<file path="config.mk">
export PLATFORM = sky130hd
export DESIGN_NAME = rbdi_cfg
export DESIGN_NICKNAME = d
export VERILOG_FILES = /design/src/hdl/rbdi_pkg.sv /design/src/hdl/rbdi_cfg.sv
export SDC_FILE = /design/constraint.sdc
export NUM_CORES = 1
export LEC_CHECK = 0
export BUFFER_PORTS_ARGS = -buffer_cell sky130_fd_sc_hd__buf_2
export CORE_MARGIN = 1
export CORE_UTILIZATION = 36
export CTS_CLUSTER_SIZE = 12
export DETAILED_ROUTE_END_ITERATION = 6
export HOLD_SLACK_MARGIN = 0.03
export PLACE_DENSITY = 0.63
export SLEW_MARGIN = 20
export SYNTH_ARGS = -nofsm -noshare
export SYNTH_HDL_FRONTEND = slang
export SYNTH_SLANG_ARGS = --single-unit
</file>
<file path="constraint.sdc">
create_clock -name clk -period 0.8 [get_ports clk]
set_input_delay 0.08 -clock clk [delete_from_list [all_inputs] [get_ports clk]]
set_output_delay 0.08 -clock clk [all_outputs]
set_load 0.01 [all_outputs]
</file>
<file path="src/hdl/rbdi_pkg.sv">
// rbdi_pkg: shared types, constants and the micro-program of the damped integrator
// no dependencies; used by every module of the block
package rbdi_pkg;

    // number format
    localparam int FRAC_BITS = 16;
    localparam int DATA_W    = 32;
    localparam int PROD_W    = 2 * DATA_W;
    localparam int CFG_IDX_W = 3;

    // configuration register indexes
    localparam logic [CFG_IDX_W-1:0] CFG_TIME_STEP   = 3'd0;
    localparam logic [CFG_IDX_W-1:0] CFG_INV_MASS    = 3'd1;
    localparam logic [CFG_IDX_W-1:0] CFG_INV_INERTIA = 3'd2;
    localparam logic [CFG_IDX_W-1:0] CFG_LIN_DAMPING = 3'd3;
    localparam logic [CFG_IDX_W-1:0] CFG_ANG_DAMPING = 3'd4;
    localparam logic [CFG_IDX_W-1:0] CFG_LOCK_FLAGS  = 3'd5;

    // lock flag bit positions
    localparam int LOCK_TRANS = 0;
    localparam int LOCK_X     = 1;
    localparam int LOCK_Y     = 2;
    localparam int LOCK_ROT   = 3;

    // reset values (one over mass and inertia reset to 1.0)
    localparam logic [DATA_W-2:0] TIME_STEP_RESET = 31'd1092;
    localparam logic [DATA_W-2:0] INV_RESET       = 31'(64'd1 << FRAC_BITS);

    // micro-program length and step counter width
    localparam int PROG_LEN = 27;
    localparam int STEP_W   = $clog2(PROG_LEN + 1);

    typedef struct packed {
        logic [DATA_W-2:0]        time_step;
        logic [DATA_W-2:0]        inv_mass;
        logic [DATA_W-2:0]        inv_inertia;
        logic signed [DATA_W-1:0] lin_damping;
        logic signed [DATA_W-1:0] ang_damping;
        logic [3:0]               lock_flags;
    } cfg_t;

    typedef enum logic [1:0] {
        LANE_X,
        LANE_Y,
        LANE_A
    } lane_t;

    // multiplier operand sources, relative to the lane of the command
    typedef enum logic [3:0] {
        OPD_FORCE,
        OPD_INV,
        OPD_DAMP,
        OPD_STEP,
        OPD_SPEED,
        OPD_AVG,
        OPD_HAVG,
        OPD_TMP,
        OPD_DV,
        OPD_NV
    } opnd_t;

    typedef enum logic [1:0] {
        ADD_ACCEL,
        ADD_AVG,
        ADD_SPEED,
        ADD_NV
    } addend_t;

    typedef enum logic [1:0] {
        DST_TMP,
        DST_DV,
        DST_NV,
        DST_MV
    } dst_t;

    // what the write-back stage does with the registered product
    typedef enum logic [3:0] {
        POST_NONE,
        POST_ACCEL,
        POST_MUL,
        POST_MADD,
        POST_DOTD_LOAD,
        POST_DOTD_ADD,
        POST_DOTN_LOAD,
        POST_DOTN_ADD,
        POST_DECIDE_LIN,
        POST_DECIDE_ANG
    } post_t;

    typedef struct packed {
        lane_t   lane;
        opnd_t   opa;
        opnd_t   opb;
        post_t   post;
        dst_t    dst;
        addend_t addend;
    } cmd_t;

    typedef struct packed {
        logic start;
        logic load_out;
        cmd_t cmd;
    } ctrl_t;

    typedef enum logic [1:0] {
        ST_IDLE,
        ST_RUN,
        ST_FINISH
    } state_t;

    localparam cmd_t CMD_NOP = '{
        lane: LANE_X, opa: OPD_FORCE, opb: OPD_FORCE,
        post: POST_NONE, dst: DST_TMP, addend: ADD_ACCEL
    };

    function automatic cmd_t mk_cmd(input lane_t l, input opnd_t a, input opnd_t b,
                                    input post_t p, input dst_t d, input addend_t s);
        cmd_t c;
        c.lane   = l;
        c.opa    = a;
        c.opb    = b;
        c.post   = p;
        c.dst    = d;
        c.addend = s;
        return c;
    endfunction

    // lanes are interleaved so that no command reads what the one before it writes
    function automatic cmd_t prog_cmd(input logic [STEP_W-1:0] step);
        cmd_t c;
        c = CMD_NOP;
        unique case (step)
            // new acceleration and trapezoid mean
            5'd0:  c = mk_cmd(LANE_X, OPD_FORCE, OPD_INV, POST_ACCEL, DST_TMP, ADD_ACCEL);
            5'd1:  c = mk_cmd(LANE_Y, OPD_FORCE, OPD_INV, POST_ACCEL, DST_TMP, ADD_ACCEL);
            5'd2:  c = mk_cmd(LANE_A, OPD_FORCE, OPD_INV, POST_ACCEL, DST_TMP, ADD_ACCEL);
            // mean plus damping term
            5'd3:  c = mk_cmd(LANE_X, OPD_SPEED, OPD_DAMP, POST_MADD, DST_TMP, ADD_AVG);
            5'd4:  c = mk_cmd(LANE_Y, OPD_SPEED, OPD_DAMP, POST_MADD, DST_TMP, ADD_AVG);
            5'd5:  c = mk_cmd(LANE_A, OPD_SPEED, OPD_DAMP, POST_MADD, DST_TMP, ADD_AVG);
            // damped speed
            5'd6:  c = mk_cmd(LANE_X, OPD_TMP, OPD_STEP, POST_MADD, DST_DV, ADD_SPEED);
            5'd7:  c = mk_cmd(LANE_Y, OPD_TMP, OPD_STEP, POST_MADD, DST_DV, ADD_SPEED);
            5'd8:  c = mk_cmd(LANE_A, OPD_TMP, OPD_STEP, POST_MADD, DST_DV, ADD_SPEED);
            // undamped speed
            5'd9:  c = mk_cmd(LANE_X, OPD_AVG, OPD_STEP, POST_MADD, DST_NV, ADD_SPEED);
            5'd10: c = mk_cmd(LANE_Y, OPD_AVG, OPD_STEP, POST_MADD, DST_NV, ADD_SPEED);
            5'd11: c = mk_cmd(LANE_A, OPD_AVG, OPD_STEP, POST_MADD, DST_NV, ADD_SPEED);
            // dot products against the old speed
            5'd12: c = mk_cmd(LANE_X, OPD_DV, OPD_SPEED, POST_DOTD_LOAD, DST_TMP, ADD_ACCEL);
            5'd13: c = mk_cmd(LANE_Y, OPD_DV, OPD_SPEED, POST_DOTD_ADD, DST_TMP, ADD_ACCEL);
            5'd14: c = mk_cmd(LANE_X, OPD_NV, OPD_SPEED, POST_DOTN_LOAD, DST_TMP, ADD_ACCEL);
            5'd15: c = mk_cmd(LANE_Y, OPD_NV, OPD_SPEED, POST_DOTN_ADD, DST_TMP, ADD_ACCEL);
            5'd16: c = mk_cmd(LANE_A, OPD_FORCE, OPD_FORCE, POST_DECIDE_ANG, DST_TMP,
                              ADD_ACCEL);
            // half mean times step
            5'd17: c = mk_cmd(LANE_X, OPD_HAVG, OPD_STEP, POST_MUL, DST_TMP, ADD_ACCEL);
            5'd18: c = mk_cmd(LANE_Y, OPD_HAVG, OPD_STEP, POST_MUL, DST_TMP, ADD_ACCEL);
            5'd19: c = mk_cmd(LANE_A, OPD_HAVG, OPD_STEP, POST_MUL, DST_TMP, ADD_ACCEL);
            5'd20: c = mk_cmd(LANE_X, OPD_FORCE, OPD_FORCE, POST_DECIDE_LIN, DST_TMP,
                              ADD_ACCEL);
            // times step again, kept in the nv slot
            5'd21: c = mk_cmd(LANE_X, OPD_TMP, OPD_STEP, POST_MUL, DST_NV, ADD_ACCEL);
            5'd22: c = mk_cmd(LANE_Y, OPD_TMP, OPD_STEP, POST_MUL, DST_NV, ADD_ACCEL);
            5'd23: c = mk_cmd(LANE_A, OPD_TMP, OPD_STEP, POST_MUL, DST_NV, ADD_ACCEL);
            // increment: new speed times step plus the quadratic term
            5'd24: c = mk_cmd(LANE_X, OPD_SPEED, OPD_STEP, POST_MADD, DST_MV, ADD_NV);
            5'd25: c = mk_cmd(LANE_Y, OPD_SPEED, OPD_STEP, POST_MADD, DST_MV, ADD_NV);
            5'd26: c = mk_cmd(LANE_A, OPD_SPEED, OPD_STEP, POST_MADD, DST_MV, ADD_NV);
            default: c = CMD_NOP;
        endcase
        return c;
    endfunction

endpackage

</file>
<file path="src/hdl/rbdi_cfg.sv">
// rbdi_cfg: configuration register bank with its write channel
// depends on rbdi_pkg
module rbdi_cfg (
    input  logic                             clk,
    input  logic                             rst_n,
    input  logic                             cfg_valid,
    output logic                             cfg_ready,
    input  logic [rbdi_pkg::CFG_IDX_W-1:0]   cfg_index,
    input  logic [rbdi_pkg::DATA_W-1:0]      cfg_data,
    output rbdi_pkg::cfg_t                   cfg
);

    rbdi_pkg::cfg_t cfg_reg;
    rbdi_pkg::cfg_t cfg_next;

    assign cfg_ready = 1'b1;
    assign cfg       = cfg_reg;

    always_comb
    begin
        cfg_next = cfg_reg;
        if (cfg_valid)
        begin
            unique case (cfg_index)
                rbdi_pkg::CFG_TIME_STEP:   cfg_next.time_step   = cfg_data[rbdi_pkg::DATA_W-2:0];
                rbdi_pkg::CFG_INV_MASS:    cfg_next.inv_mass    = cfg_data[rbdi_pkg::DATA_W-2:0];
                rbdi_pkg::CFG_INV_INERTIA: cfg_next.inv_inertia = cfg_data[rbdi_pkg::DATA_W-2:0];
                rbdi_pkg::CFG_LIN_DAMPING: cfg_next.lin_damping = cfg_data;
                rbdi_pkg::CFG_ANG_DAMPING: cfg_next.ang_damping = cfg_data;
                rbdi_pkg::CFG_LOCK_FLAGS:  cfg_next.lock_flags  = cfg_data[3:0];
                default:                   cfg_next = cfg_reg;
            endcase
        end
    end

    always_ff @(posedge clk or negedge rst_n)
    begin
        if (!rst_n)
        begin
            cfg_reg.time_step   <= rbdi_pkg::TIME_STEP_RESET;
            cfg_reg.inv_mass    <= rbdi_pkg::INV_RESET;
            cfg_reg.inv_inertia <= rbdi_pkg::INV_RESET;
            cfg_reg.lin_damping <= '0;
            cfg_reg.ang_damping <= '0;
            cfg_reg.lock_flags  <= '0;
        end
        else
        begin
            cfg_reg <= cfg_next;
        end
    end

endmodule

</file>
======== Word level (Yosys, flattened, before mapping) ========
Index checks and enable logic that the tools add are counted.
storage, ports and cells
  register bits after elaboration ......... 161
  input bits .............................. 38
  output and inout bits ................... 162
operators by class
  eq/ne operators ......................... 5
  reduce and logical (&&, ||, !) cells .... 7
operators with widths
  operator            count
  $reduce_and 2->1    6
  $eq 3x2->1 const B  2
  $eq 3x3->1 const B  2
  $eq 3x1->1 const B  1
  $logic_not 3->1     1

======== Depth between registers and ports, before layout ========
  depth in word-level cells ............... 2
  gate-level depth with buffers ........... 4
  gate-level depth less buffers ........... 2

======== Least setup slack after synthesis ========
No wires, ideal clock.
  kind .................................... input to register
  start ................................... input port cfg_index[1] (netlist name)
  end ..................................... register cfg_reg (netlist bit cfg[10])
  arrival ................................. 0.977 ns
  required time ........................... 0.673 ns
  setup slack ............................. -0.304 ns
  stages on the path ...................... 4
  path buffers ............................ 2
  cell sequence ........................... nor4bb_1 > buf_2 > buf_8 > mux2_1
between the ends
  longest elaborated chain between the ends .. 2
ends and longest elaborated chain
  what                        line            text
  start, declared             rbdi_cfg.sv:8   input logic [rbdi_pkg::CFG_IDX_W-1:0] cfg_index,
  $eq 3x3->1                  rbdi_cfg.sv:24  unique case (cfg_index)
  $reduce_and 2->1 (no line)  -
  end signal, assigned        rbdi_cfg.sv:49  cfg_reg <= cfg_next;
  end, declared               rbdi_cfg.sv:13  rbdi_pkg::cfg_t cfg_reg;
No other way between the ends.
A chain may end at the register's enable or synchronous reset.

======== Worst setup path in the final report ========
  start ................................... register cfg_reg (netlist bit cfg[132])
  end ..................................... output port cfg[132] (netlist name)
RTL lines
  what           line            text
  end, declared  rbdi_cfg.sv:10  output rbdi_pkg::cfg_t cfg
No word-level cell between the ends.

==> impl_metrics.toml <==
[run_status]
status = "complete, but fails checks"
violations = "negative setup slack"

[global_routing]
antenna_found_initial = 0
grt_pass1_vias = 4739
grt_start_max_net_pins = 38
overflow = 0
grt.total_usage = 0.223
grt_pass1_wl_um = 29000

[cts]
cts_buffer_depth = 2
cts-root-buf = "clkbuf_16"
clkTransAtPathRegs_ns = 0.06
cts_sinks = 161
cts_tree = "done"
cts_max_level = 4
clock_latency_ns = 0.41
cts_buffers = 17

[layout]
final_nets = 740
synthToLayoutAreaGrowth_pct = 69.8
layout-drive-gt1-share = 0.730
fin_area_sq_um = 10300
largest_reg_flops = 161
antenna_cells = 0
final_cells = 935
fill_cells = 1202

[critical_path]
slowest_stage = "dfstp_2"
cp-end-kind = "output pin"
path_depth = 1
r2r_setup_slack_ns = -0.13
path_class = "register to output pin"
critPathMaxFanout = 2
worst-path-buf-inv = 1
cp.arrival_ns = 1.06
reg2reg_depth = 2
cpPeakStageDelay_ns = 0.55
cp_cell_sequence = "buf_6"
path_delay_family = "flip-flops"
start_kind = "register"
required_ns = 0.72
reg2reg_to = "cfg[131]$_DFFE_PN0P_"
reg2reg_from = "cfg[131]$_DFFE_PN0P_"

[floorplanning]
die-height_um = 132
dieArea_sq_um = 17400
die_w_um = 132
ioPinCount = 200
core_sq_um = 16500
start_util = 0.367
rows = 47

[yosys]
synth_compound_area_frac = 0
ys_types = 12
yosysSeqAreaShare = 0.665
netlist_area_sq_um = 6070
synth-seq-cells = 161
syn-num-nets = 384
yosysWarnings = 0
synth_top_family_by_area = "multiplexers"
synth-simple-area-share = 0.0126
syn_avg_cell_area_sq_um = 17.5
synthXorXnorAreaFrac = 0
muxShareOfSynthArea = 0.299
synthAdderAreaFrac = 0
synth_cells = 346

[pwr]
power.share.switching = 0.270
clkPwrFrac = 0.301
power_switching_mw = 7.58
power.density_nw_per_um2 = 2720
fin_total_pwr_mw = 28.0
p_leak_nw = 5.10
p_comb_frac = 0.302
ir_drop_mv = 1.42
intPower_mw = 20.5
p_seq_frac = 0.397

[timing]
hold_viol_final = 0
rsz0062_at_grt = "true"
max_freq_mhz = 874
setup_violations = 304
drv_slew = 0
clock_skew_ns = 0
fin_hold_ws_ns = 0.0830
period_share = 1.43
setup_ws_ns = -0.344
min_period_ns = 1.14

[routing]
first_iter_violations = 121
wirelength_um = 19000
via_count = 4376
ant_nets = 0
avgRoutedWirePerCell_um = 20.3
vias_per_cell = 4.68
drc = 0
firstDrtPassIters = 4

[placement]
placed_cells = 766
dpl.hpwl_um = 9990
placed_cell_area_sq_um = 7710
gp_routability_congestion = 0.758
portBuffers = 198

[min_path]
hp-class = "input pin to asynchronous set/reset pin"

[run]
drv_cap = 0
[cells in the final DEF (no fill, tap or decap), types with 3 or more instances in the layout]
cell	netlist	final
buf_8	3	3
clkbuf_16	0	19
mux2_4	0	130
buf_12	0	21
inv_6	0	3
buf_16	0	3
buf_6	0	65
buf_4	10	73
mux2_2	124	31
dlygate4sd3_1	0	33
dfstp_2	5	5
bufinv_16	0	3
buf_2	4	154
dfrtp_1	156	156
clkinv_2	0	3
[through the flow]
stage / util / TNS [ns] / setup slack, ns
2_1_floorplan: - / -36.39 / -0.283
6_report: 0.624 / -55.41 / -0.344
3_5_place_dp: 0.467 / -80.86 / -0.579
3_3_place_gp: 0.467 / -76.92 / -0.520
4_1_cts: 0.603 / -50.87 / -0.357
5_1_grt: 0.624 / -63.27 / -0.389
[power groups by stage]
stage          registers (mW)  logic, mW  clock network (mW)
4_1_cts                  11.0       7.57                8.59
3_3_place_gp             11.0       5.52                   0
5_1_grt                  11.3       8.95                8.96
6_report                 11.1       8.46                8.45
3_5_place_dp             11.1       5.65                   0
2_1_floorplan            11.9       2.05                   0
[Yosys cell counts]
| library cell | count | area [sq um] |
|---|---|---|
| dfrtp_1 | 156 | 3900 |
| mux2_2 | 124 | 1400 |
| mux2_1 | 37 | 417 |
| buf_4 | 10 | 75.1 |
| dfstp_2 | 5 | 131 |
| buf_2 | 4 | 20.0 |
| buf_8 | 3 | 45.0 |
| and4bb_1 | 2 | 25.0 |
| nand4b_1 | 2 | 17.5 |
| conb_1 | 1 | 3.75 |
| nor4b_4 | 1 | 23.8 |
| nor4bb_1 | 1 | 10.0 |
[logic make-up (layout without fill, tap and decap cells)]
kind of cell / Yosys count / after routing
DFF: 161 / 161
and+or+nand+nor: 6 / 6
muxes: 161 / 161
other: 1 / 1
buffers and inverters: 17 / 386
[cell type report]
cell class	instances	area (sq um)	share of cell area
multi-input combinational	168	2400	0.233
clock buffer	20	457	0.0443
sequential	161	4040	0.392
clock inverter	12	155	0.0151
tap	220	275	0.0267
timing repair buffer	354	2980	0.289
[routing by layer]
metal,global-route usage,share of wire,vias up
met1,0.308,0.45,2302
met2,0.358,0.49,128
li1,-,-,1929
met4,0.0594,0.012,0
met5,0,0,-
met3,0.0465,0.045,17
[timing repair]
item | 4_1_cts | 5_1_grt
setup endpoints to repair | 317 | 316
cloned | 12 | 2
hold endpoints to repair | 321 | 0
resized for setup | 132 | 52
hold buffers | 33 | 0
buffers inserted | 59 | 58
pin swaps | 3 | 4
[worst max path at each step]
stage | slack (ns) | end | start
5_1_grt | -0.39 | cfg[132] | cfg[132]$_DFFE_PN1P_
2_1_floorplan | -0.28 | cfg[10]$_DFFE_PN0P_ | cfg_index[1]
4_1_cts | -0.36 | cfg[136] | cfg[136]$_DFFE_PN1P_
3_5_place_dp | -0.58 | cfg[144]$_DFFE_PN0P_ | cfg_index[1]
6_report | -0.34 | cfg[132] | cfg[132]$_DFFE_PN1P_
3_3_place_gp | -0.52 | cfg[88]$_DFFE_PN0P_ | cfg_index[1]
(Power assumes the default switching activity.)
