**src/hdl/rbdi_pkg.sv**
```systemverilog
// rbdi_pkg: shared types, constants and the micro-program of the damped integrator
// no dependencies; used by every module of the block
package rbdi_pkg;

    // number format
    localparam int FRAC_BITS = 16;
    localparam int DATA_W    = 32;
    localparam int PROD_W    = 2 * DATA_W;
    localparam int CFG_IDX_W = 3;

    // configuration register indexes
    localparam logic [CFG_IDX_W-1:0] CFG_TIME_STEP   = 3'd0;
    localparam logic [CFG_IDX_W-1:0] CFG_INV_MASS    = 3'd1;
    localparam logic [CFG_IDX_W-1:0] CFG_INV_INERTIA = 3'd2;
    localparam logic [CFG_IDX_W-1:0] CFG_LIN_DAMPING = 3'd3;
    localparam logic [CFG_IDX_W-1:0] CFG_ANG_DAMPING = 3'd4;
    localparam logic [CFG_IDX_W-1:0] CFG_LOCK_FLAGS  = 3'd5;

    // lock flag bit positions
    localparam int LOCK_TRANS = 0;
    localparam int LOCK_X     = 1;
    localparam int LOCK_Y     = 2;
    localparam int LOCK_ROT   = 3;

    // reset values (one over mass and inertia reset to 1.0)
    localparam logic [DATA_W-2:0] TIME_STEP_RESET = 31'd1092;
    localparam logic [DATA_W-2:0] INV_RESET       = 31'(64'd1 << FRAC_BITS);

    // micro-program length and step counter width
    localparam int PROG_LEN = 27;
    localparam int STEP_W   = $clog2(PROG_LEN + 1);

    typedef struct packed {
        logic [DATA_W-2:0]        time_step;
        logic [DATA_W-2:0]        inv_mass;
        logic [DATA_W-2:0]        inv_inertia;
        logic signed [DATA_W-1:0] lin_damping;
        logic signed [DATA_W-1:0] ang_damping;
        logic [3:0]               lock_flags;
    } cfg_t;

    typedef enum logic [1:0] {
        LANE_X,
        LANE_Y,
        LANE_A
    } lane_t;

    // multiplier operand sources, relative to the lane of the command
    typedef enum logic [3:0] {
        OPD_FORCE,
        OPD_INV,
        OPD_DAMP,
        OPD_STEP,
        OPD_SPEED,
        OPD_AVG,
        OPD_HAVG,
        OPD_TMP,
        OPD_DV,
        OPD_NV
    } opnd_t;

    typedef enum logic [1:0] {
        ADD_ACCEL,
        ADD_AVG,
        ADD_SPEED,
        ADD_NV
    } addend_t;

    typedef enum logic [1:0] {
        DST_TMP,
        DST_DV,
        DST_NV,
        DST_MV
    } dst_t;

    // what the write-back stage does with the registered product
    typedef enum logic [3:0] {
        POST_NONE,
        POST_ACCEL,
        POST_MUL,
        POST_MADD,
        POST_DOTD_LOAD,
        POST_DOTD_ADD,
        POST_DOTN_LOAD,
        POST_DOTN_ADD,
        POST_DECIDE_LIN,
        POST_DECIDE_ANG
    } post_t;

    typedef struct packed {
        lane_t   lane;
        opnd_t   opa;
        opnd_t   opb;
        post_t   post;
        dst_t    dst;
        addend_t addend;
    } cmd_t;

    typedef struct packed {
        logic start;
        logic load_out;
        cmd_t cmd;
    } ctrl_t;

    typedef enum logic [1:0] {
        ST_IDLE,
        ST_RUN,
        ST_FINISH
    } state_t;

    localparam cmd_t CMD_NOP = '{
        lane: LANE_X, opa: OPD_FORCE, opb: OPD_FORCE,
        post: POST_NONE, dst: DST_TMP, addend: ADD_ACCEL
    };

    function automatic cmd_t mk_cmd(input lane_t l, input opnd_t a, input opnd_t b,
                                    input post_t p, input dst_t d, input addend_t s);
        cmd_t c;
        c.lane   = l;
        c.opa    = a;
        c.opb    = b;
        c.post   = p;
        c.dst    = d;
        c.addend = s;
        return c;
    endfunction

    // lanes are interleaved so that no command reads what the one before it writes
    function automatic cmd_t prog_cmd(input logic [STEP_W-1:0] step);
        cmd_t c;
        c = CMD_NOP;
        unique case (step)
            // new acceleration and trapezoid mean
            5'd0:  c = mk_cmd(LANE_X, OPD_FORCE, OPD_INV, POST_ACCEL, DST_TMP, ADD_ACCEL);
            5'd1:  c = mk_cmd(LANE_Y, OPD_FORCE, OPD_INV, POST_ACCEL, DST_TMP, ADD_ACCEL);
            5'd2:  c = mk_cmd(LANE_A, OPD_FORCE, OPD_INV, POST_ACCEL, DST_TMP, ADD_ACCEL);
            // mean plus damping term
            5'd3:  c = mk_cmd(LANE_X, OPD_SPEED, OPD_DAMP, POST_MADD, DST_TMP, ADD_AVG);
            5'd4:  c = mk_cmd(LANE_Y, OPD_SPEED, OPD_DAMP, POST_MADD, DST_TMP, ADD_AVG);
            5'd5:  c = mk_cmd(LANE_A, OPD_SPEED, OPD_DAMP, POST_MADD, DST_TMP, ADD_AVG);
            // damped speed
            5'd6:  c = mk_cmd(LANE_X, OPD_TMP, OPD_STEP, POST_MADD, DST_DV, ADD_SPEED);
            5'd7:  c = mk_cmd(LANE_Y, OPD_TMP, OPD_STEP, POST_MADD, DST_DV, ADD_SPEED);
            5'd8:  c = mk_cmd(LANE_A, OPD_TMP, OPD_STEP, POST_MADD, DST_DV, ADD_SPEED);
            // undamped speed
            5'd9:  c = mk_cmd(LANE_X, OPD_AVG, OPD_STEP, POST_MADD, DST_NV, ADD_SPEED);
            5'd10: c = mk_cmd(LANE_Y, OPD_AVG, OPD_STEP, POST_MADD, DST_NV, ADD_SPEED);
            5'd11: c = mk_cmd(LANE_A, OPD_AVG, OPD_STEP, POST_MADD, DST_NV, ADD_SPEED);
            // dot products against the old speed
            5'd12: c = mk_cmd(LANE_X, OPD_DV, OPD_SPEED, POST_DOTD_LOAD, DST_TMP, ADD_ACCEL);
            5'd13: c = mk_cmd(LANE_Y, OPD_DV, OPD_SPEED, POST_DOTD_ADD, DST_TMP, ADD_ACCEL);
            5'd14: c = mk_cmd(LANE_X, OPD_NV, OPD_SPEED, POST_DOTN_LOAD, DST_TMP, ADD_ACCEL);
            5'd15: c = mk_cmd(LANE_Y, OPD_NV, OPD_SPEED, POST_DOTN_ADD, DST_TMP, ADD_ACCEL);
            5'd16: c = mk_cmd(LANE_A, OPD_FORCE, OPD_FORCE, POST_DECIDE_ANG, DST_TMP,
                              ADD_ACCEL);
            // half mean times step
            5'd17: c = mk_cmd(LANE_X, OPD_HAVG, OPD_STEP, POST_MUL, DST_TMP, ADD_ACCEL);
            5'd18: c = mk_cmd(LANE_Y, OPD_HAVG, OPD_STEP, POST_MUL, DST_TMP, ADD_ACCEL);
            5'd19: c = mk_cmd(LANE_A, OPD_HAVG, OPD_STEP, POST_MUL, DST_TMP, ADD_ACCEL);
            5'd20: c = mk_cmd(LANE_X, OPD_FORCE, OPD_FORCE, POST_DECIDE_LIN, DST_TMP,
                              ADD_ACCEL);
            // times step again, kept in the nv slot
            5'd21: c = mk_cmd(LANE_X, OPD_TMP, OPD_STEP, POST_MUL, DST_NV, ADD_ACCEL);
            5'd22: c = mk_cmd(LANE_Y, OPD_TMP, OPD_STEP, POST_MUL, DST_NV, ADD_ACCEL);
            5'd23: c = mk_cmd(LANE_A, OPD_TMP, OPD_STEP, POST_MUL, DST_NV, ADD_ACCEL);
            // increment: new speed times step plus the quadratic term
            5'd24: c = mk_cmd(LANE_X, OPD_SPEED, OPD_STEP, POST_MADD, DST_MV, ADD_NV);
            5'd25: c = mk_cmd(LANE_Y, OPD_SPEED, OPD_STEP, POST_MADD, DST_MV, ADD_NV);
            5'd26: c = mk_cmd(LANE_A, OPD_SPEED, OPD_STEP, POST_MADD, DST_MV, ADD_NV);
            default: c = CMD_NOP;
        endcase
        return c;
    endfunction

endpackage

```
**src/hdl/rbdi_ctrl.sv**
```systemverilog
// rbdi_ctrl: sequencer that walks the micro-program and runs both handshakes
// depends on rbdi_pkg
module rbdi_ctrl (
    input  logic                clk,
    input  logic                rst_n,
    input  logic                in_valid,
    output logic                in_ready,
    output logic                out_valid,
    input  logic                out_ready,
    output rbdi_pkg::ctrl_t     ctrl
);

    rbdi_pkg::state_t                 state_reg;
    rbdi_pkg::state_t                 state_next;
    logic [rbdi_pkg::STEP_W-1:0]      step_reg;
    logic [rbdi_pkg::STEP_W-1:0]      step_next;
    logic                             out_valid_reg;
    logic                             out_valid_next;
    logic                             out_free;

    assign out_free  = !out_valid_reg || out_ready;
    assign out_valid = out_valid_reg;

    // next state
    always_comb
    begin
        state_next     = state_reg;
        step_next      = step_reg;
        out_valid_next = out_ready ? 1'b0 : out_valid_reg;
        unique case (state_reg)
            rbdi_pkg::ST_IDLE:
            begin
                if (in_valid)
                begin
                    state_next = rbdi_pkg::ST_RUN;
                    step_next  = '0;
                end
            end
            rbdi_pkg::ST_RUN:
            begin
                if (step_reg == rbdi_pkg::STEP_W'(rbdi_pkg::PROG_LEN))
                    state_next = rbdi_pkg::ST_FINISH;
                else
                    step_next = step_reg + 1'b1;
            end
            rbdi_pkg::ST_FINISH:
            begin
                if (out_free)
                begin
                    state_next     = rbdi_pkg::ST_IDLE;
                    out_valid_next = 1'b1;
                end
            end
            default: state_next = rbdi_pkg::ST_IDLE;
        endcase
    end

    // outputs
    always_comb
    begin
        in_ready      = 1'b0;
        ctrl.start    = 1'b0;
        ctrl.load_out = 1'b0;
        ctrl.cmd      = rbdi_pkg::CMD_NOP;
        unique case (state_reg)
            rbdi_pkg::ST_IDLE:
            begin
                in_ready   = 1'b1;
                ctrl.start = in_valid;
            end
            rbdi_pkg::ST_RUN:    ctrl.cmd      = rbdi_pkg::prog_cmd(step_reg);
            rbdi_pkg::ST_FINISH: ctrl.load_out = out_free;
            default:             in_ready      = 1'b0;
        endcase
    end

    always_ff @(posedge clk or negedge rst_n)
    begin
        if (!rst_n)
        begin
            state_reg     <= rbdi_pkg::ST_IDLE;
            step_reg      <= '0;
            out_valid_reg <= 1'b0;
        end
        else
        begin
            state_reg     <= state_next;
            step_reg      <= step_next;
            out_valid_reg <= out_valid_next;
        end
    end

endmodule

```
**config.mk**
```make
export PLATFORM = sky130hd
export DESIGN_NAME = rbdi_ctrl
export DESIGN_NICKNAME = d
export VERILOG_FILES = /design/src/hdl/rbdi_pkg.sv /design/src/hdl/rbdi_ctrl.sv
export SDC_FILE = /design/constraint.sdc
export NUM_CORES = 1
export LEC_CHECK = 0
export BUFFER_PORTS_ARGS = -buffer_cell sky130_fd_sc_hd__buf_2
export CAP_MARGIN = 20
export CORE_MARGIN = 2
export CORE_UTILIZATION = 55
export CTS_CLUSTER_DIAMETER = 80
export DETAILED_ROUTE_END_ITERATION = 12
export HOLD_SLACK_MARGIN = 0.05
export PLACE_DENSITY = 0.95
export SLEW_MARGIN = 10
export SYNTH_ARGS = -nofsm -noshare
export SYNTH_HDL_FRONTEND = slang
export SYNTH_SLANG_ARGS = --single-unit
```
**constraint.sdc**
```tcl
create_clock -name clk -period 4.1 [get_ports clk]
set_input_delay 0.41 -clock clk [delete_from_list [all_inputs] [get_ports clk]]
set_output_delay 0.41 -clock clk [all_outputs]
set_load 0.01 [all_outputs]
```
======== Word level (Yosys, flattened, before mapping) ========
Memory sizes are Yosys's and may differ from the RTL's.
Cells that the tools add are included.
cells by class
  add/subtract/negate cells ............... 1
  multipliers ............................. 0
  divide/modulo/power cells ............... 0
  order comparisons ....................... 0
  equality and inequality tests ........... 7
  shifts and indexed selects .............. 0
  multiplexer cells ....................... 14
  bitwise logic cells ..................... 0
  reduce and logical (&&, ||, !) cells .... 6
operator list
  operator               count
  $mux W18               1
  $mux W5                2
  $pmux W5 S2            1
  $ne A2 B2 Y1 const B   4
  $mux W1                6
  $mux W2                3
  $pmux W2 S3            1
  $reduce_and A3 Y1      2
  $add A5 B1 Y5 const B  1
  $eq A5 B5 Y1 const B   1
  $eq A2 B1 Y1 const B   1
  $eq A2 B2 Y1 const B   1
  $logic_not A2 Y1       1
  $reduce_bool A2 Y1     1
  $logic_not A1 Y1       1
  $logic_or A1 B1 Y1     1
word-level totals
  register bits ........................... 8
  latch bits .............................. 0
  RAM bits ................................ 0
  memory bits (read-only) ................. 544
  output and inout bits ................... 22
  word-level logic and storage cells ...... 32
  memories kept ........................... 1
memories
  memory           depth  width  read ports  clocked after memory_dff  wr ports  line             text
  (no name shown)  32     17     1           0                         0         rbdi_pkg.sv:132  unique case (step)

======== Longest topological paths before layout ========
Gate-level depths: netlist (run 1).
  depth in word-level cells ............... 4
  mapped depth ............................ 7
  gate-level depth less buffers ........... 6

======== Worst setup path before layout (run 1) ========
Ideal clock, no wire load.
  path type ............................... register to output
  from .................................... reg step_reg[1] in the netlist's numbering
  to ...................................... out ctrl[14] in the netlist's numbering
  data arrival time ....................... 1.654 ns
  data required time ...................... 3.690 ns
  slack ................................... 2.036 ns
  stages on the path, launching flop included .. 8
  path buffers ............................ 1
  cells stage by stage .................... dfrtp_1 > ha_1 > inv_1 > ha_1 > nand2b_1 > a21oi_1 > nor3_1 > buf_4
RTL lines
  element                 line             text
  start, declared         rbdi_ctrl.sv:15  logic [rbdi_pkg::STEP_W-1:0] step_reg;
  start signal, assigned  rbdi_ctrl.sv:88  step_reg <= step_next;
  end, declared           rbdi_ctrl.sv:10  output rbdi_pkg::ctrl_t ctrl

==> results of run 1 <==
==> worst register-to-register path: stages (launching register included) <==
cell	delay, ns
dfrtp_1	0.74
nand4b_1	0.40
a221oi_1	0.33
a31o_2	0.14
==> power by group through the flow <==
stage	combinational [mW]	sequential, mW	clock, mW
2_1_floorplan	0.543	0.144	0
3_3_place_gp	0.626	0.202	0
3_5_place_dp	0.644	0.207	0
4_1_cts	0.647	0.205	0.0614
5_1_grt	0.725	0.220	0.0677
6_report	0.648	0.209	0.0586
==> metal layers <==
layer	part of all wire, %	vias up
met5	0	-
met4	0.80	0
met3	5.8	2
met2	50	33
met1	43	447
li1	-	452
==> through the flow <==
step	power, mW	worst slack (ns)
floorplan	0.6871	2.036
global placement	0.8287	1.980
detailed placement	0.8507	1.930
CTS	0.9131	1.656
global route	1.012	1.444
finish	0.9155	1.644
==> layout make-up <==
cell class                 instances  area, um2
clock buffer                       3      22.52
fill                             128      515.5
inverter                           6      22.52
multi-input combinational         93      648.1
sequential                         8      200.2
tap                               16      20.02
timing repair buffer              25      130.1
==> worst min-delay path by stage <==
stage,start,end,slack [ns],cells after the start
after floorplan,rst_n,out_valid,0.11,0
after global placement,rst_n,step_reg[4],0.26,1
after detailed placement,rst_n,step_reg[3],0.26,1
after CTS,out_ready,out_valid,0.47,3
after global routing,in_valid,state_reg[0],0.49,2
final,out_ready,out_valid,0.48,3
==> cell usage in the layout (no fill, tap or decap), types with 6 or more instances in the layout <==
master / count
ha_1: 10
o21ai_0: 8
a21oi_1: 7
nor3_1: 7
nand2_1: 6
dfrtp_1: 8
nand2b_1: 12
buf_2: 24
==> kinds of logic after synthesis <==
kind of cell | after synthesis | synth area share, %
AND/OR/NAND/NOR | 45 | 27.42
AO/OA/AOI/OAI | 35 | 25.56
buffers and inverters | 18 | 10.20
adder cells (fa/ha/maj) | 10 | 13.25
flip-flops | 8 | 21.19
other | 1 | 0.3970
XOR/XNOR | 1 | 0.9273
multiplexers | 1 | 1.060
==> timing repair <==
item,4_1_cts,5_1_grt
hold buffers,1,0
endpoints found under the setup margin,0,0
hold endpoints to repair,8,0
==> summary.txt, run 1 <==
Layout
  • Share of layout cells above drive strength 1: 22.96%
  • Largest register FFs: 5
  • Final net count: 151
  • Design area: 1044 um2
  • Layout Cells excl Fill: 151
  • Util after Layout: 66.93%
  • Layout area overhead: 10.46%
  • Diode count: 0

Drt
  • First DRT Iteration DRCs: 23
  • Antenna-violating nets left: 0
  • DR vias/cell: 6.185
  • Vias post-DR: 934
  • DRC errors left: 0
  • Routed WL: 2.135 mm
  • Wire per inst: 14.14 um
  • First drt pass iteration count: 4

Yosys
  • Yosys warnings: 0
  • Most frequent cell after synthesis: nand2b_1
  • Predominant post-synthesis flop cell: dfrtp_1
  • Register area share after synthesis: 21.19%
  • Mean Syn Cell Area: 7.938 um2
  • Cell Area, Synth: 944.7 um2
  • Synth Net Count: 133
  • Commonest cells in the netlist: nand2b_1, ha_1, dfrtp_1, o21ai_0
  • Cells after Synth: 119
  • Post-synthesis register bit count: 8
  • Post-synth EDFFs: 0
  • Post-synth top area share: 21.19%
  • Synth unique cells: 39
  • FFs w/ async S/R, synth: 100.0%
  • Leading area contributor after synthesis: dfrtp_1
  • Synth area leaders: dfrtp_1, ha_1, nand2b_1

Floorplan
  • Die Footprint: 2065 um2
  • Initial core utilization: 60.59%
  • Die Wd: 45.45 um
  • Cell Rows: 14
  • Num ports: 26
  • Height of the die: 45.45 um
  • Core Region: 1559 um2

Timing
  • Crit path time final: 2.456 ns
  • Setup_tns: 0 ns
  • Final max-slew violation count: 0
  • Clock skew: 0.007425 ns
  • Fraction of the cycle the final worst path needs: 59.90%
  • Hold Violations, Final: 0
  • Final setup vio count: 0
  • Worst slew margin: 54.40%
  • Hold Worst Slack: 0.4827 ns
  • Fmax: 0.4072 GHz
  • Least-Margin Pin Slew: 0.6825 ns
  • RSZ-0062 raised after global routing: false

Global route
  • Met2 Usage GRT: 40.28%
  • Vias in the first global route: 790
  • GRT met3 Usage: 5.159%
  • Largest net degree at the start of global routing: 25
  • First-pass GRT wire length: 3.532 mm
  • Tot GR Track Use: 23.85%
  • Gr busiest metal: met2
  • Met1 Resource Use GR: 29.95%
  • Initial antenna violation count: 0
  • GRT overflow: 0

Setup path
  • CP Capture Type: primary output
  • Crit-path cells: inv_1 > ha_1 > a21boi_1 > o21ai_0 > o311a_1 > buf_2
  • Reg-to-reg setup timing slack: 2.42 ns
  • Worst setup path startpoint: step_reg[2]
  • Reg-to-reg endpoint: step_reg[1]
  • Critical Path Stages: 6
  • Worst setup path end: ctrl[4]
  • FF-to-FF path depth: 3
  • Slowest stage delay, CP: 0.63 ns
  • Crit-path max FO: 17
  • WP buf/inv: 2
  • RR Startpoint: step_reg[3]
  • CP startpoint kind: register
  • CP delay by family, top: flip-flops
  • Crit path DAT: 2.05 ns
  • WS Path Type: register to primary output
  • Critical path's slowest cell: dfrtp_1
  • WP data required: 3.69 ns

Power
  • Combinational group share of total power: 70.8%
  • Clock share of power: 6.4%
  • Sw frac: 52.59%
  • Leak: 0.5116 nW
  • Peak supply drop: 0.4359 mV
  • Pwr per Cell Area: 877.3 nW/um2
  • Internal power: 434.0 uW
  • NetSw: 481.4 uW
  • Reg power frac: 22.8%

Clock tree
  • Htree depth: 1
  • CTS tree: done
  • CTS resizes: 0
  • Reg clk slew, reported paths: 0.05 ns
  • CTS Sinks: 8
  • Root buffer cell: clkbuf_4
  • Clk buf depth: 2
  • CTS Buf Count: 3
  • Clock Latency Late Sink: 0.25 ns
  • Setup Buffers After CTS: 0

Place
  • Gp weighted congestion: 0.8910
  • Post-place instance area: 1011 um2
  • DP HPWL: 1.550 mm
  • DP Cell Count: 147
  • Port bufs: 24

Status
  • Status: completed

Job
  • Max-Cap Viols: 0

Hold path
  • Worst hold path class: primary input to register
(Power assumes the default switching activity.)
==> run 2, diff against run 1 <==
CORE_UTILIZATION = 46   (was 55)
PLACE_DENSITY = 0.86   (was 0.95)
clock period = 2 ns   (was 4.1 ns; I/O delays follow)
==> summary.txt, run 2 (synthesis results as in run 1) <==
Global route
  • Vias in the first global route: 912 (+15%)
  • Tot GR Track Use: 22.56% (-1.3 points)
  • Largest net degree at the start of global routing: 17 (-32%)
  • Initial antenna violation count: 0 (unchanged)
  • First-pass GRT wire length: 4.250 mm (+20%)
  • GRT overflow: 0 (unchanged)

Place
  • DP Cell Count: 166 (+13%)
  • Post-place instance area: 1085 um2 (+7.3%)
  • Gp weighted congestion: 0.8347 (-6.3%)
  • Port bufs: 24 (unchanged)
  • DP HPWL: 1.895 mm (+22%)
  • Post-place setup slack: 0.2787 ns (-1.651 ns)

Layout
  • Share of layout cells above drive strength 1: 36.73% (+14 points)
  • Largest register FFs: 5 (unchanged)
  • Diode count: 0 (unchanged)
  • Reg area: 202.7 um2 (+1.2%)
  • Layout filler cell count: 171 (+34%)
  • Most common cell after layout, fill and taps aside: buf_2
  • Most frequent cells in the layout: buf_2, nand2b_1, buf_4, ha_1, o21ai_0
  • Design area: 1197 um2 (+15%)
  • Layout Cells excl Fill: 174 (+15%)
  • Area of the multi-input gates: 691.9 um2 (+6.8%)
  • Final net count: 163 (+7.9%)
  • Layout area overhead: 26.76%

Floorplan
  • Cell Rows: 16 (+2)
  • Num ports: 26 (unchanged)
  • Initial core utilization: 48.65% (-12 points)
  • Height of the die: 49.32 um (+8.5%)
  • Die Wd: 49.32 um (+8.5%)
  • Die Footprint: 2432 um2 (+18%)
  • Core Region: 1942 um2 (+25%)

Setup path
  • Reg-to-reg setup timing slack: 0.39 ns (-2.03 ns)
  • FF-to-FF path depth: 5 (+2)
  • WP data required: 1.80 ns (-1.89 ns)
  • CP Capture Type: primary output
  • WS Path Type: register to primary output
  • CP startpoint kind: register
  • Crit path DAT: 1.76 ns (-0.29 ns)
  • Crit-path max FO: 3 (-14)

Power
  • Combinational group share of total power: 79.6% (+8.8 points)
  • Clock share of power: 6.0% (-0.4 points)
  • Internal power: 1.092 mW (+150%)
  • Sw frac: 51.05% (-1.5 points)
  • Pwr per Cell Area: 1864 nW/um2 (+110%)
  • Reg power frac: 14.5% (-8.3 points)
  • Leak: 0.5714 nW (+12%)
  • NetSw: 1.139 mW (+140%)
  • Peak supply drop: 1.089 mV (+150%)

Drt
  • Antenna-violating nets left: 0 (unchanged)
  • Wire per inst: 15.36 um (+8.6%)
  • DRC errors left: 0 (unchanged)
  • First drt pass iteration count: 4 (unchanged)
  • DR vias/cell: 5.793 (-6.3%)
  • First DRT Iteration DRCs: 20 (-13%)
  • Vias post-DR: 1008 (+7.9%)
  • Routed WL: 2.672 mm (+25%)

Timing
  • Clock skew: 0.005616 ns (-0.001809 ns)
  • Final max-slew violation count: 0 (unchanged)
  • Hold Worst Slack: 0.2247 ns (-0.2580 ns)
  • Fmax: 0.5093 GHz
  • RSZ-0062 raised after global routing: true
  • Final setup vio count: 0 (unchanged)
  • Setup_tns: 0 ns (unchanged)
  • Fraction of the cycle the final worst path needs: 98.18%
  • Hold Violations, Final: 0 (unchanged)
  • Fin worst setup slack: 0.03648 ns (-1.608 ns)
  • Crit path time final: 1.964 ns

Clock tree
  • CTS Sinks: 8 (unchanged)
  • Htree depth: 1 (unchanged)
  • CTS Buf Count: 3 (unchanged)
  • Clock Latency Late Sink: 0.27 ns (+0.02 ns)
  • Reg clk slew, reported paths: 0.06 ns (about the same)
  • Root buffer cell: clkbuf_4
  • CTS tree: done
  • Clk buf depth: 2 (unchanged)

Hold path
  • Worst hold path class: primary input to register
  • Hold depth: 3 (unchanged)

Job
  • Max-Cap Viols: 0 (unchanged)

Status
  • Status: completed
==> run 2: cell count changes in the layout (fill, tap and decap cells not counted), moves of 2 or more <==
cell	delta
ha_1	-2
inv_1	-2
inv_2	+2
dfrtp_1	-2
dfrtp_2	+2
buf_4	+11
==> run 2: area by class of cell <==
type | count | share of cell area [%]
Clock buffer | 3 | 1.881
Timing Repair Buffer | 37 | 18.70
Tap cell | 27 | 2.821
Inverter | 6 | 1.881
Sequential cell | 8 | 16.93
Multi-Input combinational cell | 93 | 57.78
==> run 2: metrics by stage <==
stage	util (%)	power, mW
global placement	55.86	1.799
detailed placement	55.86	1.902
floorplan	-	1.409
global route	61.66	2.400
finish	61.66	2.232
CTS	57.73	2.045
==> run 2: worst paths after layout <==
check                              end        start
max                            ctrl[5]  step_reg[1]
min                          out_valid    out_ready
max reg2reg                step_reg[1]  step_reg[1]
min reg2reg                  out_valid    out_valid
max in group asynchronous  step_reg[3]        rst_n
min in group asynchronous  step_reg[2]        rst_n
==> run 2: power by group through the flow <==
stage                     Clock [mW]  Sequential [mW]  Combinational, mW
after floorplan                    0            0.296               1.11
after global placement             0            0.299               1.50
after detailed placement           0            0.307               1.60
after CTS                      0.134            0.306               1.61
after global routing           0.146            0.332               1.92
final                          0.133            0.323               1.78
==> run 2: routing by layer <==
layer	global-route usage [%]	up-vias	part of all wire, %
met4	9.524	0	2.3
met2	39.41	40	53
li1	-	474	-
met3	3.374	8	6.1
met1	27.24	486	39
met5	0	-	0
==> run 2: worst max-delay path, stage by stage (launching register included) <==
cell and delay, ns:
dfrtp_1 0.42, ha_2 0.22, inv_1 0.12, ha_4 0.17, nand2b_1 0.12, a21oi_2 0.07
a211oi_1 0.21, buf_2 0.17
==> run 2: what timing repair did <==
| action | CTS | global route |
|---|---|---|
| endpoints found under the hold margin | 8 | 0 |
| hold buffers | 1 | 0 |
| pin swaps | 0 | 3 |
| resized for setup | 2 | 13 |
| setup buffers | 0 | 4 |
| setup endpoints to repair | 2 | 15 |
==> run 3, diff against run 2 <==
CORE_UTILIZATION = 55   (was 46)
PLACE_DENSITY = 0.95   (was 0.86)
clock period = 2.49 ns   (was 2 ns; I/O delays follow)
==> summary.txt, run 3 (synthesis results as in run 1) <==
Layout
  • Design area: 1051 um2 (-12%)
  • Layout area overhead: 11.26%
  • Diode count: 0 (unchanged)
  • Layout filler cell count: 131 (-23%)
  • Most common cell after layout, fill and taps aside: buf_2
  • Final net count: 152 (-6.7%)
  • Largest register FFs: 5 (unchanged)
  • Most frequent cells in the layout: buf_2, nand2b_1, ha_1, o21ai_0, dfrtp_1
  • Share of layout cells above drive strength 1: 23.53% (-13 points)

Timing
  • Final max-slew violation count: 0 (unchanged)
  • Final setup vio count: 0 (unchanged)
  • Least-Margin Pin Slew: 0.6370 ns
  • Fraction of the cycle the final worst path needs: 91.18%
  • Hold Violations, Final: 0 (unchanged)
  • Clock skew: 0.003508 ns (-0.002108 ns)
  • Crit path time final: 2.270 ns
  • Setup_tns: 0 ns (unchanged)
  • Fmax: 0.4404 GHz
  • RSZ-0062 raised after global routing: false
  • Worst slew margin: 57.45%

Global route
  • Tot GR Track Use: 20.79% (-1.8 points)
  • Vias in the first global route: 725 (-21%)
  • GRT overflow: 0 (unchanged)
  • Largest net degree at the start of global routing: 25 (+8)
  • First-pass GRT wire length: 3.187 mm (-25%)
  • Initial antenna violation count: 0 (unchanged)

Drt
  • First drt pass iteration count: 4 (unchanged)
  • Wire per inst: 12.72 um (-17%)
  • Routed WL: 1.933 mm (-28%)
  • Vias post-DR: 930 (-7.7%)
  • Antenna-violating nets left: 0 (unchanged)
  • First DRT Iteration DRCs: 19 (-5.0%)
  • DRC errors left: 0 (unchanged)
  • DR vias/cell: 6.118 (+5.6%)

Clock tree
  • CTS resizes: 0 (-2)
  • CTS Buf Count: 3 (unchanged)
  • Hold-fix buffers, CTS: 1 (unchanged)
  • Reg clk slew, reported paths: 0.05 ns (about the same)
  • Setup Buffers After CTS: 0 (unchanged)
  • Root buffer cell: clkbuf_4
  • Clock Latency Late Sink: 0.25 ns (-0.02 ns)
  • Clk buf depth: 2 (unchanged)
  • CTS Sinks: 8 (unchanged)
  • Htree depth: 1 (unchanged)
  • CTS tree: done

Power
  • Clock share of power: 6.3% (+0.3 points)
  • NetSw: 770.1 uW (-32%)
  • Leak: 0.5167 nW (-9.6%)
  • Pwr per Cell Area: 1419 nW/um2 (-24%)
  • Reg power frac: 21.1% (+6.6 points)
  • Sw frac: 51.63% (+0.58 points)
  • Internal power: 721.6 uW (-34%)
  • Peak supply drop: 0.7695 mV (-29%)
  • Combinational group share of total power: 72.7% (-6.9 points)

Setup path
  • WS Path Type: register to primary output
  • Critical path's slowest cell: dfrtp_1
  • WP data required: 2.24 ns (+0.44 ns)
  • Crit path DAT: 2.02 ns (+0.26 ns)
  • CP Capture Type: primary output
  • Slowest stage delay, CP: 0.62 ns (+0.20 ns)
  • CP startpoint kind: register
  • Crit-path max FO: 17 (+14)
  • Crit-path cells: inv_1 > ha_1 > a21boi_1 > o21ai_0 > o311a_1 > buf_2

Place
  • Gp weighted congestion: 0.8966 (+7.4%)
  • Post-place instance area: 1018 um2 (-6.1%)
  • DP HPWL: 1.447 mm (-24%)
  • Port bufs: 24 (unchanged)

Floorplan
  • Core Region: 1559 um2 (-20%)
  • Height of the die: 45.45 um (-7.8%)
  • Die Footprint: 2065 um2 (-15%)
  • Initial core utilization: 60.59% (+12 points)
  • Die Wd: 45.45 um (-7.8%)
  • Cell Rows: 14 (-2)
  • Num ports: 26 (unchanged)

Job
  • Max-Cap Viols: 0 (unchanged)

Hold path
  • Worst hold path class: primary input to register

Status
  • Status: completed
## run 3: cell count changes in the layout (fill, tap and decap cells not counted), sizes merged
cell  delta
buf     -11
## run 3: critical path: cells and delay by family (launching register included)
| family | cells | cell delay, ns |
|---|---|---|
| flops | 1 | 0.62 |
| compound gates | 3 | 0.54 |
| buf+inv | 2 | 0.35 |
| fa+ha+maj | 1 | 0.26 |
## run 3: path summary, 6_finish.rpt
path                             start          end  slack, ns  cells after the start
hold / removal               out_ready    out_valid       0.30                      3
setup reg to reg           step_reg[3]  step_reg[1]       0.84                      3
hold reg to reg              out_valid    out_valid       0.52                      2
setup / recovery           step_reg[2]      ctrl[4]       0.22                      6
max in group asynchronous        rst_n  step_reg[1]       1.95                      2
min in group asynchronous        rst_n  step_reg[4]       0.37                      2
## run 3: final cells by class
class	count	area, um2	area share (%)
clock buffers	3	22.52	2.143
inverters	6	22.52	2.143
multi-input cells	93	648.1	61.67
flip-flops and latches	8	200.2	19.05
well taps	16	20.02	1.905
repair buffers	26	137.6	13.10
## run 3: power groups by stage
stage / clock network [mW] / registers (mW) / logic (mW)
floorplan: 0 / 0.237 / 0.894
global placement: 0 / 0.310 / 1.06
detailed placement: 0 / 0.314 / 1.08
CTS: 0.0968 / 0.312 / 1.08
global route: 0.109 / 0.330 / 1.21
finish: 0.0933 / 0.314 / 1.08
## run 3: metal layers
layer | share of wire (%) | global-route usage (%) | vias to the layer above
li1 | - | - | 456
met1 | 44 | 27.16 | 436
met2 | 49 | 34.65 | 38
met3 | 7.1 | 5.159 | 0
met4 | 0 | 4.118 | 0
met5 | 0 | 0 | -
## run 3: metrics by stage
| stage | setup WS (ns) | std cells | total power, mW | utilization (%) | hold slack, ns |
|---|---|---|---|---|---|
| 4_1_cts | 0.2377 | 152 | 1.493 | 67.42 | 0.2837 |
| 2_1_floorplan | 0.5868 | 119 | 1.131 | - | -0.04659 |
| 3_3_place_gp | 0.5327 | 148 | 1.373 | 65.33 | 0.09378 |
| 5_1_grt | 0.02944 | 152 | 1.644 | 67.42 | 0.3294 |
| 6_report | 0.2196 | 152 | 1.492 | 67.42 | 0.2961 |
| 3_5_place_dp | 0.5161 | 148 | 1.393 | 65.33 | 0.09767 |
